### src/rtl/msgid_pkg.sv
// ============================================================================
// msgid_pkg
// Shared types, constants and reset value of the Message-ID syntax checker.
// ============================================================================
`default_nettype none

package msgid_pkg;

    localparam int MAX_LENGTH = 1024;
    localparam int POS_W      = $clog2(MAX_LENGTH + 1);
    localparam int LEN_W      = 11;
    localparam int STATUS_W   = 3;
    localparam int MIN_LENGTH = 5;

    localparam logic [STATUS_W-1:0] ST_OK       = 3'd0;
    localparam logic [STATUS_W-1:0] ST_NO_ANGLE = 3'd1;
    localparam logic [STATUS_W-1:0] ST_BAD_UTF8 = 3'd2;
    localparam logic [STATUS_W-1:0] ST_NO_AT    = 3'd3;
    localparam logic [STATUS_W-1:0] ST_BAD_PART = 3'd4;
    localparam logic [STATUS_W-1:0] ST_TOO_LONG = 3'd5;

    localparam logic [1:0] PH_LEAD        = 2'd0;
    localparam logic [1:0] PH_NOT_BRACKET = 2'd1;
    localparam logic [1:0] PH_INSIDE      = 2'd2;
    localparam logic [1:0] PH_TOO_LONG    = 2'd3;

    localparam logic [7:0] CH_LT   = 8'h3C;
    localparam logic [7:0] CH_GT   = 8'h3E;
    localparam logic [7:0] CH_AT   = 8'h40;
    localparam logic [7:0] CH_LBR  = 8'h5B;
    localparam logic [7:0] CH_RBR  = 8'h5D;
    localparam logic [7:0] CH_BSL  = 8'h5C;
    localparam logic [7:0] CH_DOT  = 8'h2E;
    localparam logic [7:0] CH_SP   = 8'h20;
    localparam logic [7:0] CH_TAB  = 8'h09;

    typedef struct packed {
        logic after_dot;
        logic bad;
    } atom_t;

    typedef struct packed {
        logic started;
        logic escape;
        logic close_cand;
        logic bad;
    } lit_t;

    typedef struct packed {
        logic             at_seen;
        logic [POS_W-1:0] at_pos;
        logic [POS_W-1:0] count;
        atom_t            left;
        atom_t            right;
        lit_t             lit;
        logic [1:0]       u8_rem;
        logic [2:0]       u8_range;
        logic             u8_bad;
    } ins_t;

    typedef struct packed {
        logic [1:0]       phase;
        logic [POS_W-1:0] byte_pos;
        logic [POS_W-1:0] open_pos;
        logic             pend_gt;
        logic [1:0]       pend_ws;
        ins_t             ins;
    } state_t;

    typedef struct packed {
        logic [STATUS_W-1:0] status;
        logic [LEN_W-1:0]    source_start;
        logic [LEN_W-1:0]    source_length;
        logic [LEN_W-1:0]    left_length;
        logic [LEN_W-1:0]    right_length;
        logic                right_is_literal;
    } result_t;

    function automatic state_t state_reset();
        state_t s;
        s                    = '0;
        s.phase              = PH_LEAD;
        s.ins.left.after_dot = 1'b1;
        s.ins.right.after_dot = 1'b1;
        return s;
    endfunction

endpackage

`default_nettype wire

### src/rtl/msgid_inside.sv
// ============================================================================
// msgid_inside
// One byte between the brackets: UTF-8, at-sign split, atom and literal checks.
// ============================================================================
`default_nettype none

module msgid_inside (
    input  wire logic          en,
    input  wire logic [7:0]    text_byte,
    input  wire logic          utf8_mode,
    input  wire msgid_pkg::ins_t cur,
    output msgid_pkg::ins_t    nxt
);
    import msgid_pkg::*;

    localparam logic [2:0] RG_FULL = 3'd0;
    localparam logic [2:0] RG_E0   = 3'd1;
    localparam logic [2:0] RG_ED   = 3'd2;
    localparam logic [2:0] RG_F0   = 3'd3;
    localparam logic [2:0] RG_F4   = 3'd4;

    function automatic logic is_atext(logic [7:0] b);
        return b inside {[8'h61:8'h7A], [8'h41:8'h5A], [8'h30:8'h39],
                         8'h21, 8'h23, 8'h24, 8'h25, 8'h26, 8'h27, 8'h2A,
                         8'h2B, 8'h2D, 8'h2F, 8'h3D, 8'h3F, 8'h5E, 8'h5F,
                         8'h60, 8'h7B, 8'h7C, 8'h7D, 8'h7E};
    endfunction

    function automatic atom_t atom_step(atom_t a, logic [7:0] b, logic mode);
        atom_t r;
        r = a;
        if (b == CH_DOT)
        begin
            if (a.after_dot)
                r.bad = 1'b1;
            r.after_dot = 1'b1;
        end
        else
        begin
            if (b[7] ? !mode : !is_atext(b))
                r.bad = 1'b1;
            r.after_dot = 1'b0;
        end
        return r;
    endfunction

    function automatic lit_t lit_step(lit_t l, logic [7:0] b, logic mode, logic first);
        lit_t r;
        r = l;
        if (first)
        begin
            r.started = (b == CH_LBR);
        end
        else
        begin
            if (r.close_cand)
            begin
                r.bad        = 1'b1;
                r.close_cand = 1'b0;
            end
            if (r.escape)
                r.escape = 1'b0;
            else if (b == CH_BSL)
                r.escape = 1'b1;
            else if (b == CH_RBR)
                r.close_cand = 1'b1;
            else if (b == CH_LBR || b < 8'd33 || (b > 8'd126 && !mode))
                r.bad = 1'b1;
        end
        return r;
    endfunction

    logic           first;
    logic [7:0]     lo;
    logic [7:0]     hi;

    assign first = ({1'b0, cur.count} == ({1'b0, cur.at_pos} + (POS_W+1)'(1)));

    always_comb
    begin
        lo = 8'h80;
        hi = 8'hBF;
        case (cur.u8_range)
            RG_E0:   lo = 8'hA0;
            RG_ED:   hi = 8'h9F;
            RG_F0:   lo = 8'h90;
            RG_F4:   hi = 8'h8F;
            default: ;
        endcase
    end

    always_comb
    begin
        nxt = cur;
        if (en)
        begin
            // UTF-8 decoder
            if (cur.u8_rem != 2'd0)
            begin
                if (text_byte < lo || text_byte > hi)
                begin
                    nxt.u8_bad = 1'b1;
                    nxt.u8_rem = 2'd0;
                end
                else
                begin
                    nxt.u8_rem = cur.u8_rem - 2'd1;
                end
                nxt.u8_range = RG_FULL;
            end
            else if (text_byte[7])
            begin
                if (text_byte inside {[8'hC2:8'hDF]})
                    nxt.u8_rem = 2'd1;
                else if (text_byte == 8'hE0)
                begin
                    nxt.u8_rem   = 2'd2;
                    nxt.u8_range = RG_E0;
                end
                else if (text_byte == 8'hED)
                begin
                    nxt.u8_rem   = 2'd2;
                    nxt.u8_range = RG_ED;
                end
                else if (text_byte inside {[8'hE1:8'hEF]})
                    nxt.u8_rem = 2'd2;
                else if (text_byte == 8'hF0)
                begin
                    nxt.u8_rem   = 2'd3;
                    nxt.u8_range = RG_F0;
                end
                else if (text_byte == 8'hF4)
                begin
                    nxt.u8_rem   = 2'd3;
                    nxt.u8_range = RG_F4;
                end
                else if (text_byte inside {[8'hF1:8'hF3]})
                    nxt.u8_rem = 2'd3;
                else
                    nxt.u8_bad = 1'b1;
            end

            // split at first at sign
            if (!cur.at_seen)
            begin
                if (text_byte == CH_AT)
                begin
                    nxt.at_seen = 1'b1;
                    nxt.at_pos  = cur.count;
                end
                else
                begin
                    nxt.left = atom_step(cur.left, text_byte, utf8_mode);
                end
            end
            else
            begin
                nxt.right = atom_step(cur.right, text_byte, utf8_mode);
                nxt.lit   = lit_step(cur.lit, text_byte, utf8_mode, first);
            end
            nxt.count = cur.count + POS_W'(1);
        end
    end

endmodule

`default_nettype wire

### src/rtl/msgid_scan.sv
// ============================================================================
// msgid_scan
// Next state and final result for one byte of the header value.
// ============================================================================
`default_nettype none

module msgid_scan (
    input  wire msgid_pkg::state_t cur,
    input  wire logic              utf8_mode,
    input  wire logic [7:0]        text_byte,
    input  wire logic              is_last,
    output msgid_pkg::state_t      state_next,
    output msgid_pkg::result_t     res
);
    import msgid_pkg::*;

    logic         ws;
    logic         too_long_now;
    logic [1:0]   phase_upd;
    logic         feeding;
    logic         en_gt;
    logic         en_ws0;
    logic         en_ws1;
    logic         en_byte;
    ins_t         ins0;
    ins_t         ins1;
    ins_t         ins2;
    ins_t         ins3;
    ins_t         ins4;
    state_t       upd;
    logic [POS_W-1:0] right_len;
    logic [POS_W:0]   total_len;
    logic         left_ok;
    logic         right_atom_ok;
    logic         lit_ok;
    logic [STATUS_W-1:0] status;

    assign ws           = (text_byte == CH_SP) || (text_byte == CH_TAB);
    assign too_long_now = (cur.byte_pos >= POS_W'(MAX_LENGTH));

    always_comb
    begin
        phase_upd = too_long_now ? PH_TOO_LONG : cur.phase;
    end

    assign feeding = (phase_upd == PH_INSIDE) && (cur.phase == PH_INSIDE) && !ws;
    assign en_gt   = feeding && cur.pend_gt;
    assign en_ws0  = feeding && (cur.pend_ws != 2'd0);
    assign en_ws1  = feeding && (cur.pend_ws == 2'd2);
    assign en_byte = feeding && (text_byte != CH_GT);

    assign ins0 = cur.ins;

    msgid_inside u_ins_gt (
        .en        (en_gt),
        .text_byte (CH_GT),
        .utf8_mode (utf8_mode),
        .cur       (ins0),
        .nxt       (ins1)
    );

    msgid_inside u_ins_ws0 (
        .en        (en_ws0),
        .text_byte (CH_SP),
        .utf8_mode (utf8_mode),
        .cur       (ins1),
        .nxt       (ins2)
    );

    msgid_inside u_ins_ws1 (
        .en        (en_ws1),
        .text_byte (CH_SP),
        .utf8_mode (utf8_mode),
        .cur       (ins2),
        .nxt       (ins3)
    );

    msgid_inside u_ins_byte (
        .en        (en_byte),
        .text_byte (text_byte),
        .utf8_mode (utf8_mode),
        .cur       (ins3),
        .nxt       (ins4)
    );

    always_comb
    begin
        upd          = cur;
        upd.phase    = phase_upd;
        upd.ins      = ins4;
        if (!too_long_now)
            upd.byte_pos = cur.byte_pos + POS_W'(1);
        if (phase_upd == PH_LEAD)
        begin
            if (!ws)
            begin
                if (text_byte == CH_LT)
                begin
                    upd.phase    = PH_INSIDE;
                    upd.open_pos = cur.byte_pos;
                end
                else
                begin
                    upd.phase = PH_NOT_BRACKET;
                end
            end
        end
        else if (phase_upd == PH_INSIDE)
        begin
            if (ws)
            begin
                if (cur.pend_ws != 2'd2)
                    upd.pend_ws = cur.pend_ws + 2'd1;
            end
            else
            begin
                upd.pend_gt = (text_byte == CH_GT);
                upd.pend_ws = 2'd0;
            end
        end
    end

    assign right_len     = upd.ins.at_seen ? (upd.ins.count - upd.ins.at_pos - POS_W'(1))
                                           : '0;
    assign total_len     = {1'b0, upd.ins.count} + (POS_W+1)'(2);
    assign left_ok       = !upd.ins.left.bad && !upd.ins.left.after_dot;
    assign right_atom_ok = !upd.ins.right.bad && !upd.ins.right.after_dot;
    assign lit_ok        = upd.ins.lit.started && !upd.ins.lit.bad &&
                           upd.ins.lit.close_cand && (right_len >= POS_W'(3));

    always_comb
    begin
        if (upd.phase == PH_TOO_LONG)
            status = ST_TOO_LONG;
        else if (upd.phase != PH_INSIDE || !upd.pend_gt ||
                 total_len < (POS_W+1)'(MIN_LENGTH))
            status = ST_NO_ANGLE;
        else if (utf8_mode && (upd.ins.u8_bad || upd.ins.u8_rem != 2'd0))
            status = ST_BAD_UTF8;
        else if (!upd.ins.at_seen)
            status = ST_NO_AT;
        else if (!left_ok || !(right_atom_ok || lit_ok))
            status = ST_BAD_PART;
        else
            status = ST_OK;
    end

    always_comb
    begin
        res        = '0;
        res.status = status;
        if (status == ST_OK)
        begin
            res.source_start     = LEN_W'(upd.open_pos);
            res.source_length    = LEN_W'(total_len);
            res.left_length      = LEN_W'(upd.ins.at_pos);
            res.right_length     = LEN_W'(right_len);
            res.right_is_literal = !right_atom_ok && lit_ok;
        end
    end

    assign state_next = is_last ? state_reset() : upd;

endmodule

`default_nettype wire

### src/rtl/message_id_syntax_checker_core.sv
// ============================================================================
// message_id_syntax_checker_core
// Byte-serial Message-ID syntax checker with status, offsets and lengths.
// ============================================================================
// Throughput: one byte per cycle, no bubbles while the result side takes items.
// Result path: an accepted last byte is held in the input register, and its
//   result item is then captured in the result register.
// Reset: asynchronous, clears stream state, valid flags and utf8_mode.
// Stream state also returns to its reset value after every last byte.
`default_nettype none

module message_id_syntax_checker_core (
    input  wire logic                            clk,
    input  wire logic                            rst_n,
    input  wire logic                            cfg_write_en,
    input  wire logic                            cfg_write_data,
    input  wire logic                            in_valid,
    output logic                                 in_stall,
    input  wire logic [7:0]                      text_byte,
    input  wire logic                            is_last,
    output logic                                 out_valid,
    input  wire logic                            out_stall,
    output logic [msgid_pkg::STATUS_W-1:0]       status,
    output logic [msgid_pkg::LEN_W-1:0]          source_start,
    output logic [msgid_pkg::LEN_W-1:0]          source_length,
    output logic [msgid_pkg::LEN_W-1:0]          left_length,
    output logic [msgid_pkg::LEN_W-1:0]          right_length,
    output logic                                 right_is_literal
);
    import msgid_pkg::*;

    logic        utf8_mode_reg;
    logic        in_valid_reg;
    logic [7:0]  byte_reg;
    logic        last_reg;
    state_t      state_reg;
    state_t      state_next;
    result_t     res_next;
    result_t     res_reg;
    logic        out_valid_reg;
    logic        advance;
    logic        in_take;

    assign advance  = in_valid_reg && !(last_reg && out_valid_reg && out_stall);
    assign in_stall = in_valid_reg && !advance;
    assign in_take  = in_valid && !in_stall;

    always_ff @(posedge clk or negedge rst_n)
    begin
        if (!rst_n)
            utf8_mode_reg <= 1'b0;
        else if (cfg_write_en)
            utf8_mode_reg <= cfg_write_data;
    end

    // hold byte in input register
    always_ff @(posedge clk or negedge rst_n)
    begin
        if (!rst_n)
            in_valid_reg <= 1'b0;
        else if (in_take)
            in_valid_reg <= 1'b1;
        else if (advance)
            in_valid_reg <= 1'b0;
    end

    always_ff @(posedge clk)
    begin
        if (in_take)
        begin
            byte_reg <= text_byte;
            last_reg <= is_last;
        end
    end

    msgid_scan u_scan (
        .cur        (state_reg),
        .utf8_mode  (utf8_mode_reg),
        .text_byte  (byte_reg),
        .is_last    (last_reg),
        .state_next (state_next),
        .res        (res_next)
    );

    always_ff @(posedge clk or negedge rst_n)
    begin
        if (!rst_n)
            state_reg <= state_reset();
        else if (advance)
            state_reg <= state_next;
    end

    always_ff @(posedge clk or negedge rst_n)
    begin
        if (!rst_n)
            out_valid_reg <= 1'b0;
        else if (advance && last_reg)
            out_valid_reg <= 1'b1;
        else if (!out_stall)
            out_valid_reg <= 1'b0;
    end

    always_ff @(posedge clk)
    begin
        if (advance && last_reg)
            res_reg <= res_next;
    end

    assign out_valid        = out_valid_reg;
    assign status           = res_reg.status;
    assign source_start     = res_reg.source_start;
    assign source_length    = res_reg.source_length;
    assign left_length      = res_reg.left_length;
    assign right_length     = res_reg.right_length;
    assign right_is_literal = res_reg.right_is_literal;

    a_pos_bound: assert property (@(posedge clk) disable iff (!rst_n)
        state_reg.byte_pos <= POS_W'(MAX_LENGTH))
        else $error("byte position past maximum");

    a_end_resets: assert property (@(posedge clk) disable iff (!rst_n)
        advance && last_reg |=> state_reg.phase == PH_LEAD &&
                                state_reg.byte_pos == '0 && out_valid_reg)
        else $error("stream state not cleared after last byte");

    a_ok_min_len: assert property (@(posedge clk) disable iff (!rst_n)
        out_valid_reg && res_reg.status == ST_OK |->
            res_reg.source_length >= LEN_W'(MIN_LENGTH))
        else $error("ok result shorter than minimum");

    a_err_zero: assert property (@(posedge clk) disable iff (!rst_n)
        out_valid_reg && res_reg.status != ST_OK |->
            res_reg.source_length == '0 && res_reg.left_length == '0 &&
            res_reg.right_is_literal == 1'b0)
        else $error("error result carries lengths");

    a_stall_cause: assert property (@(posedge clk) disable iff (!rst_n)
        in_stall |-> in_valid_reg && last_reg && out_valid_reg && out_stall)
        else $error("input stalled without a blocked result");

endmodule

`default_nettype wire

### config.mk
export PLATFORM = sky130hd
export DESIGN_NAME = message_id_syntax_checker_core
export DESIGN_NICKNAME = d
export VERILOG_FILES = /design/src/rtl/msgid_pkg.sv /design/src/rtl/msgid_inside.sv /design/src/rtl/msgid_scan.sv /design/src/rtl/message_id_syntax_checker_core.sv
export SDC_FILE = /design/constraint.sdc
export NUM_CORES = 1
export LEC_CHECK = 0
export BUFFER_PORTS_ARGS = -buffer_cell sky130_fd_sc_hd__buf_2
export CAP_MARGIN = 30
export CORE_ASPECT_RATIO = 1.2
export CORE_MARGIN = 5
export CORE_UTILIZATION = 60
export DETAILED_ROUTE_END_ITERATION = 6
export GPL_ROUTABILITY_DRIVEN = 0
export PLACE_DENSITY = 0.76
export SETUP_SLACK_MARGIN = 0.1
export SYNTH_ARGS = -nofsm -noshare
export SYNTH_HDL_FRONTEND = slang
export SYNTH_HIERARCHICAL = 1
export SYNTH_SLANG_ARGS = --single-unit
### constraint.sdc
create_clock -name clk -period 7.4 [get_ports clk]
set_input_delay 1.11 -clock clk [delete_from_list [all_inputs] [get_ports clk]]
set_output_delay 1.11 -clock clk [all_outputs]
set_load 0.01 [all_outputs]
==> run_results.csv <==
group,metric,value,unit
global_routing,antenna_found_initial,0,
clock_tree,maximum_buffer_depth_of_the_clock_tree,2,
clock_tree,htree_num_levels,4,
timing,setup_viol,0,
setup_path,critical_path_required_time,7530,ps
finish,largest_register_ffs,64,
setup_path,timing.critical_path.cells,"or3b_1, nor2_1, and2_1, buf_4, mux2_2, ha_1, mux2_2, ha_1, nand2_1, xnor2_1, nand4_1, xnor2_1, ha_1, and3_1, a221oi_1, o22ai_1, nor4_1, a31o_1, a31o_2, buf_12, a221oi_1",
power_and_ir_drop,p_leak,6.295,nW
finish,final_net_count,1854,
setup_path,critical_path_peak_fanout,45,
clock_tree,clkSinkCount,124,
timing,layout_worst_path_cycle_share,93.16,%
setup_path,path_class,"register to register",
global_routing,grt_overflow_total,0,
setup_path,launching_element_type_of_the_critical_path,"register",
synth,yosys.cell_count.top_type,"sky130_fd_sc_hd__nand2_1",
floorplan,initial_util,61.27,%
setup_path,critical_path.top_delay_family,"simple AND/OR/NAND/NOR gates",
timing,period_minus_slack,6894,ps
timing,worst_slew_pin_slew,1906,ps
setup_path,crit_path_max_incr_delay,780,ps
hold_path,holdCritPathClass,"register to register",
synth,mean_post_synth_cell_area,8.327,um^2
synth,ys_seq_elements,124,
timing,drv_slew,13,
global_routing,grt_max_degree,117,
placement,place_area,0.01496,mm^2
clock_tree,cts.root.buffer_cell,"sky130_fd_sc_hd__clkbuf_16",
routing,dr_total_vias,13501,
synth,synth_top_cells_by_area,"sky130_fd_sc_hd__edfxtp_1 (12%), sky130_fd_sc_hd__dfrtp_1 (11%), sky130_fd_sc_hd__o211ai_2 (5.3%)",
timing,unrepaired_setup_endpoints_after_global_routing,"false",
synth,synthDominantAreaCellType,"sky130_fd_sc_hd__edfxtp_1",
timing,finalHoldViolations,0,
clock_tree,cts_tree,"yes",
synth,synthesis.instances,1713,
floorplan,die_h,178.9,um
finish,post_route_cells_drive_above_1_share,19.05,%
timing,accumulated_negative_setup_slack,0,ps
power_and_ir_drop,power_per_cell_area,122.7,mW/mm^2
floorplan,design.core.area,0.02328,mm^2
outcome,status,"finished, violations left",
routing,route.detailed.vias_per_inst,6.350,
global_routing,grtUsageTotal,28.23,%
clock_tree,cts_made_buffers,17,
floorplan,die-area,0.02697,mm^2
setup_path,worstPathArrival,7020,ps
synth,synth_area,0.01426,mm^2
synth,edff_count_synth,57,
timing,final.setup_skew,22.54,ps
routing,remaining_drc_errors,0,
placement,place.port_buffers,64,
timing,max_slew_margin,-27.33,%
synth,synth_top_area_share,12.00,%
setup_path,critPathCaptureType,"register",
routing,finalWirelength,38.87,mm
flow_run,max_cap_check_violation_count,0,
clock_tree,insertion_delay,430,ps
synth,synth.cells.most_frequent,"sky130_fd_sc_hd__nand2_1 (177), sky130_fd_sc_hd__nor2_1 (122), sky130_fd_sc_hd__nand4_1 (97)",
finish,antenna_cells,0,
global_routing,via_count_of_the_first_global_routing_pass,12379,
setup_path,critical_path_buf_inv_count,2,
synth,ys_warn_count,6,
synth,ys_async_sr_fraction,54.03,%
timing,achievable-frequency,145.1,MHz
global_routing,grt_pass1_wl,62.32,mm
placement,dp_hpwl,27.49,mm
global_routing,grtUsageMet2,46.92,%
synth,synth.yosys.seq_area_share,23.77,%
setup_path,critPathSlowestCell,"sky130_fd_sc_hd__xnor2_1",
global_routing,global_route.usage.met1,36.83,%
routing,violation_count_after_the_first_detailed_routing_iteration,1360,
routing,wl_per_cell,18.28,um
routing,final_antenna_net_count,0,
global_routing,grt_util_met3,3.388,%
finish,area_delta_synth_final,9.316,%
clock_tree,worst_setup_hold_path_clk_slew,70,ps
power_and_ir_drop,vdd.ir_drop.worst,0.0001797,V
synth,postSynth.topFlopCell,"sky130_fd_sc_hd__dfrtp_1",
outcome,violations_in_the_final_reports,"max-slew violations",
floorplan,site_row_count,61,
synth,yosys.cell_types.count,103,
floorplan,number_of_top_level_design_ports,65,
floorplan,chipWidth,150.8,um
global_routing,grt.busiest_layer,"met2",
routing,drt_first_pass_iters,6,
finish,finalInstanceArea,0.01559,mm^2
setup_path,cp_common_cell,"sky130_fd_sc_hd__ha_1",
[final timing paths]
check | from | endpoint | slack (ps) | cells past startpoint
hold reg to reg | state_reg[42]$_DFFE_PN0P_ | state_reg[42]$_DFFE_PN0P_ | 530 | 2
max in group asynchronous | rst_n | out_valid$_DFFE_PN0P_ | 5790 | 2
setup / recovery | state_reg[62]$_DFFE_PN0P_ | right_length[10]$_DFFE_PP_ | 510 | 21
hold / removal | state_reg[42]$_DFFE_PN0P_ | state_reg[42]$_DFFE_PN0P_ | 530 | 2
setup reg to reg | state_reg[62]$_DFFE_PN0P_ | right_length[10]$_DFFE_PP_ | 510 | 21
min in group asynchronous | rst_n | state_reg[18]$_DFFE_PN0P_ | 930 | 2
[what timing repair did]
item | CTS | global route
resized for setup | 0 | 6
hold buffers | 0 | 0
endpoints found under the setup margin | 0 | 45
setup buffers | 0 | 0
[per-stage QoR]
stage                     util, %  setup WS (ps)  power (mW)  cells  hold slack (ps)
after floorplan                 -          974.6      0.9986   1808            483.7
after global placement      64.05          706.9       1.044   2092            500.3
after detailed placement    64.26          494.0       1.056   2094            512.6
after CTS                   66.79          402.9       1.904   2126            531.9
after global routing        66.98          124.1       1.989   2126            562.9
final                       66.98          505.9       1.914   2126            528.6
[cells in the final DEF (no fill, tap or decap), types with 39 or more instances in the layout]
master | netlist | routed
sky130_fd_sc_hd__o211ai_2 | 60 | 60
sky130_fd_sc_hd__inv_1 | 68 | 68
sky130_fd_sc_hd__nand3_1 | 57 | 57
sky130_fd_sc_hd__nand4_1 | 97 | 97
sky130_fd_sc_hd__buf_2 | 34 | 64
sky130_fd_sc_hd__conb_1 | 2 | 97
sky130_fd_sc_hd__edfxtp_1 | 57 | 57
sky130_fd_sc_hd__nand2_1 | 177 | 177
sky130_fd_sc_hd__dfrtp_1 | 65 | 63
sky130_fd_sc_hd__nor2_1 | 122 | 122
sky130_fd_sc_hd__ha_1 | 40 | 40
sky130_fd_sc_hd__nand2b_1 | 80 | 80
sky130_fd_sc_hd__a21oi_1 | 61 | 60
sky130_fd_sc_hd__o21ai_0 | 62 | 62
sky130_fd_sc_hd__xor2_1 | 39 | 39
sky130_fd_sc_hd__xnor2_1 | 82 | 76
[area by class of cell]
cell class                 count  area (um^2)
tap                          315        394.1
multi-input combinational   1482        10280
clock buffer                  17        425.4
clock inverter                15        163.9
fill                        1909         7686
timing repair buffer         104        678.2
inverter                      69        259.0
sequential                   124         3393
[kinds of logic after synthesis]
family	synth area share, %
AOI/OAI and AO/OA	23.43
xor gates and xnor gates	7.430
adders and majority gates	3.649
buffers and inverters	7.114
DFF	23.77
muxes	5.377
other	0.05265
and+or+nand+nor	29.18
[tightest hold or removal path, cell delays in order, from the launching register on]
cell	delay [ps]
sky130_fd_sc_hd__dfrtp_1	360
sky130_fd_sc_hd__nand2b_1	70
sky130_fd_sc_hd__o211ai_2	60
[per-layer routing]
layer  vias to the layer above  routed length, um
met1                      6428              16290
met4                         0               1603
met5                         -                  0
li1                       6400                  -
met3                        98               2485
met2                       575              18490
[power breakdown]
| part | switching [mW] | leakage [nW] | internal [mW] | total (mW) |
|---|---|---|---|---|
| registers | 0.0273 | 1.46 | 0.747 | 0.774 |
| logic | 0.199 | 4.55 | 0.0887 | 0.288 |
| clock network | 0.371 | 0.283 | 0.481 | 0.852 |
(Power assumes the default switching activity.)
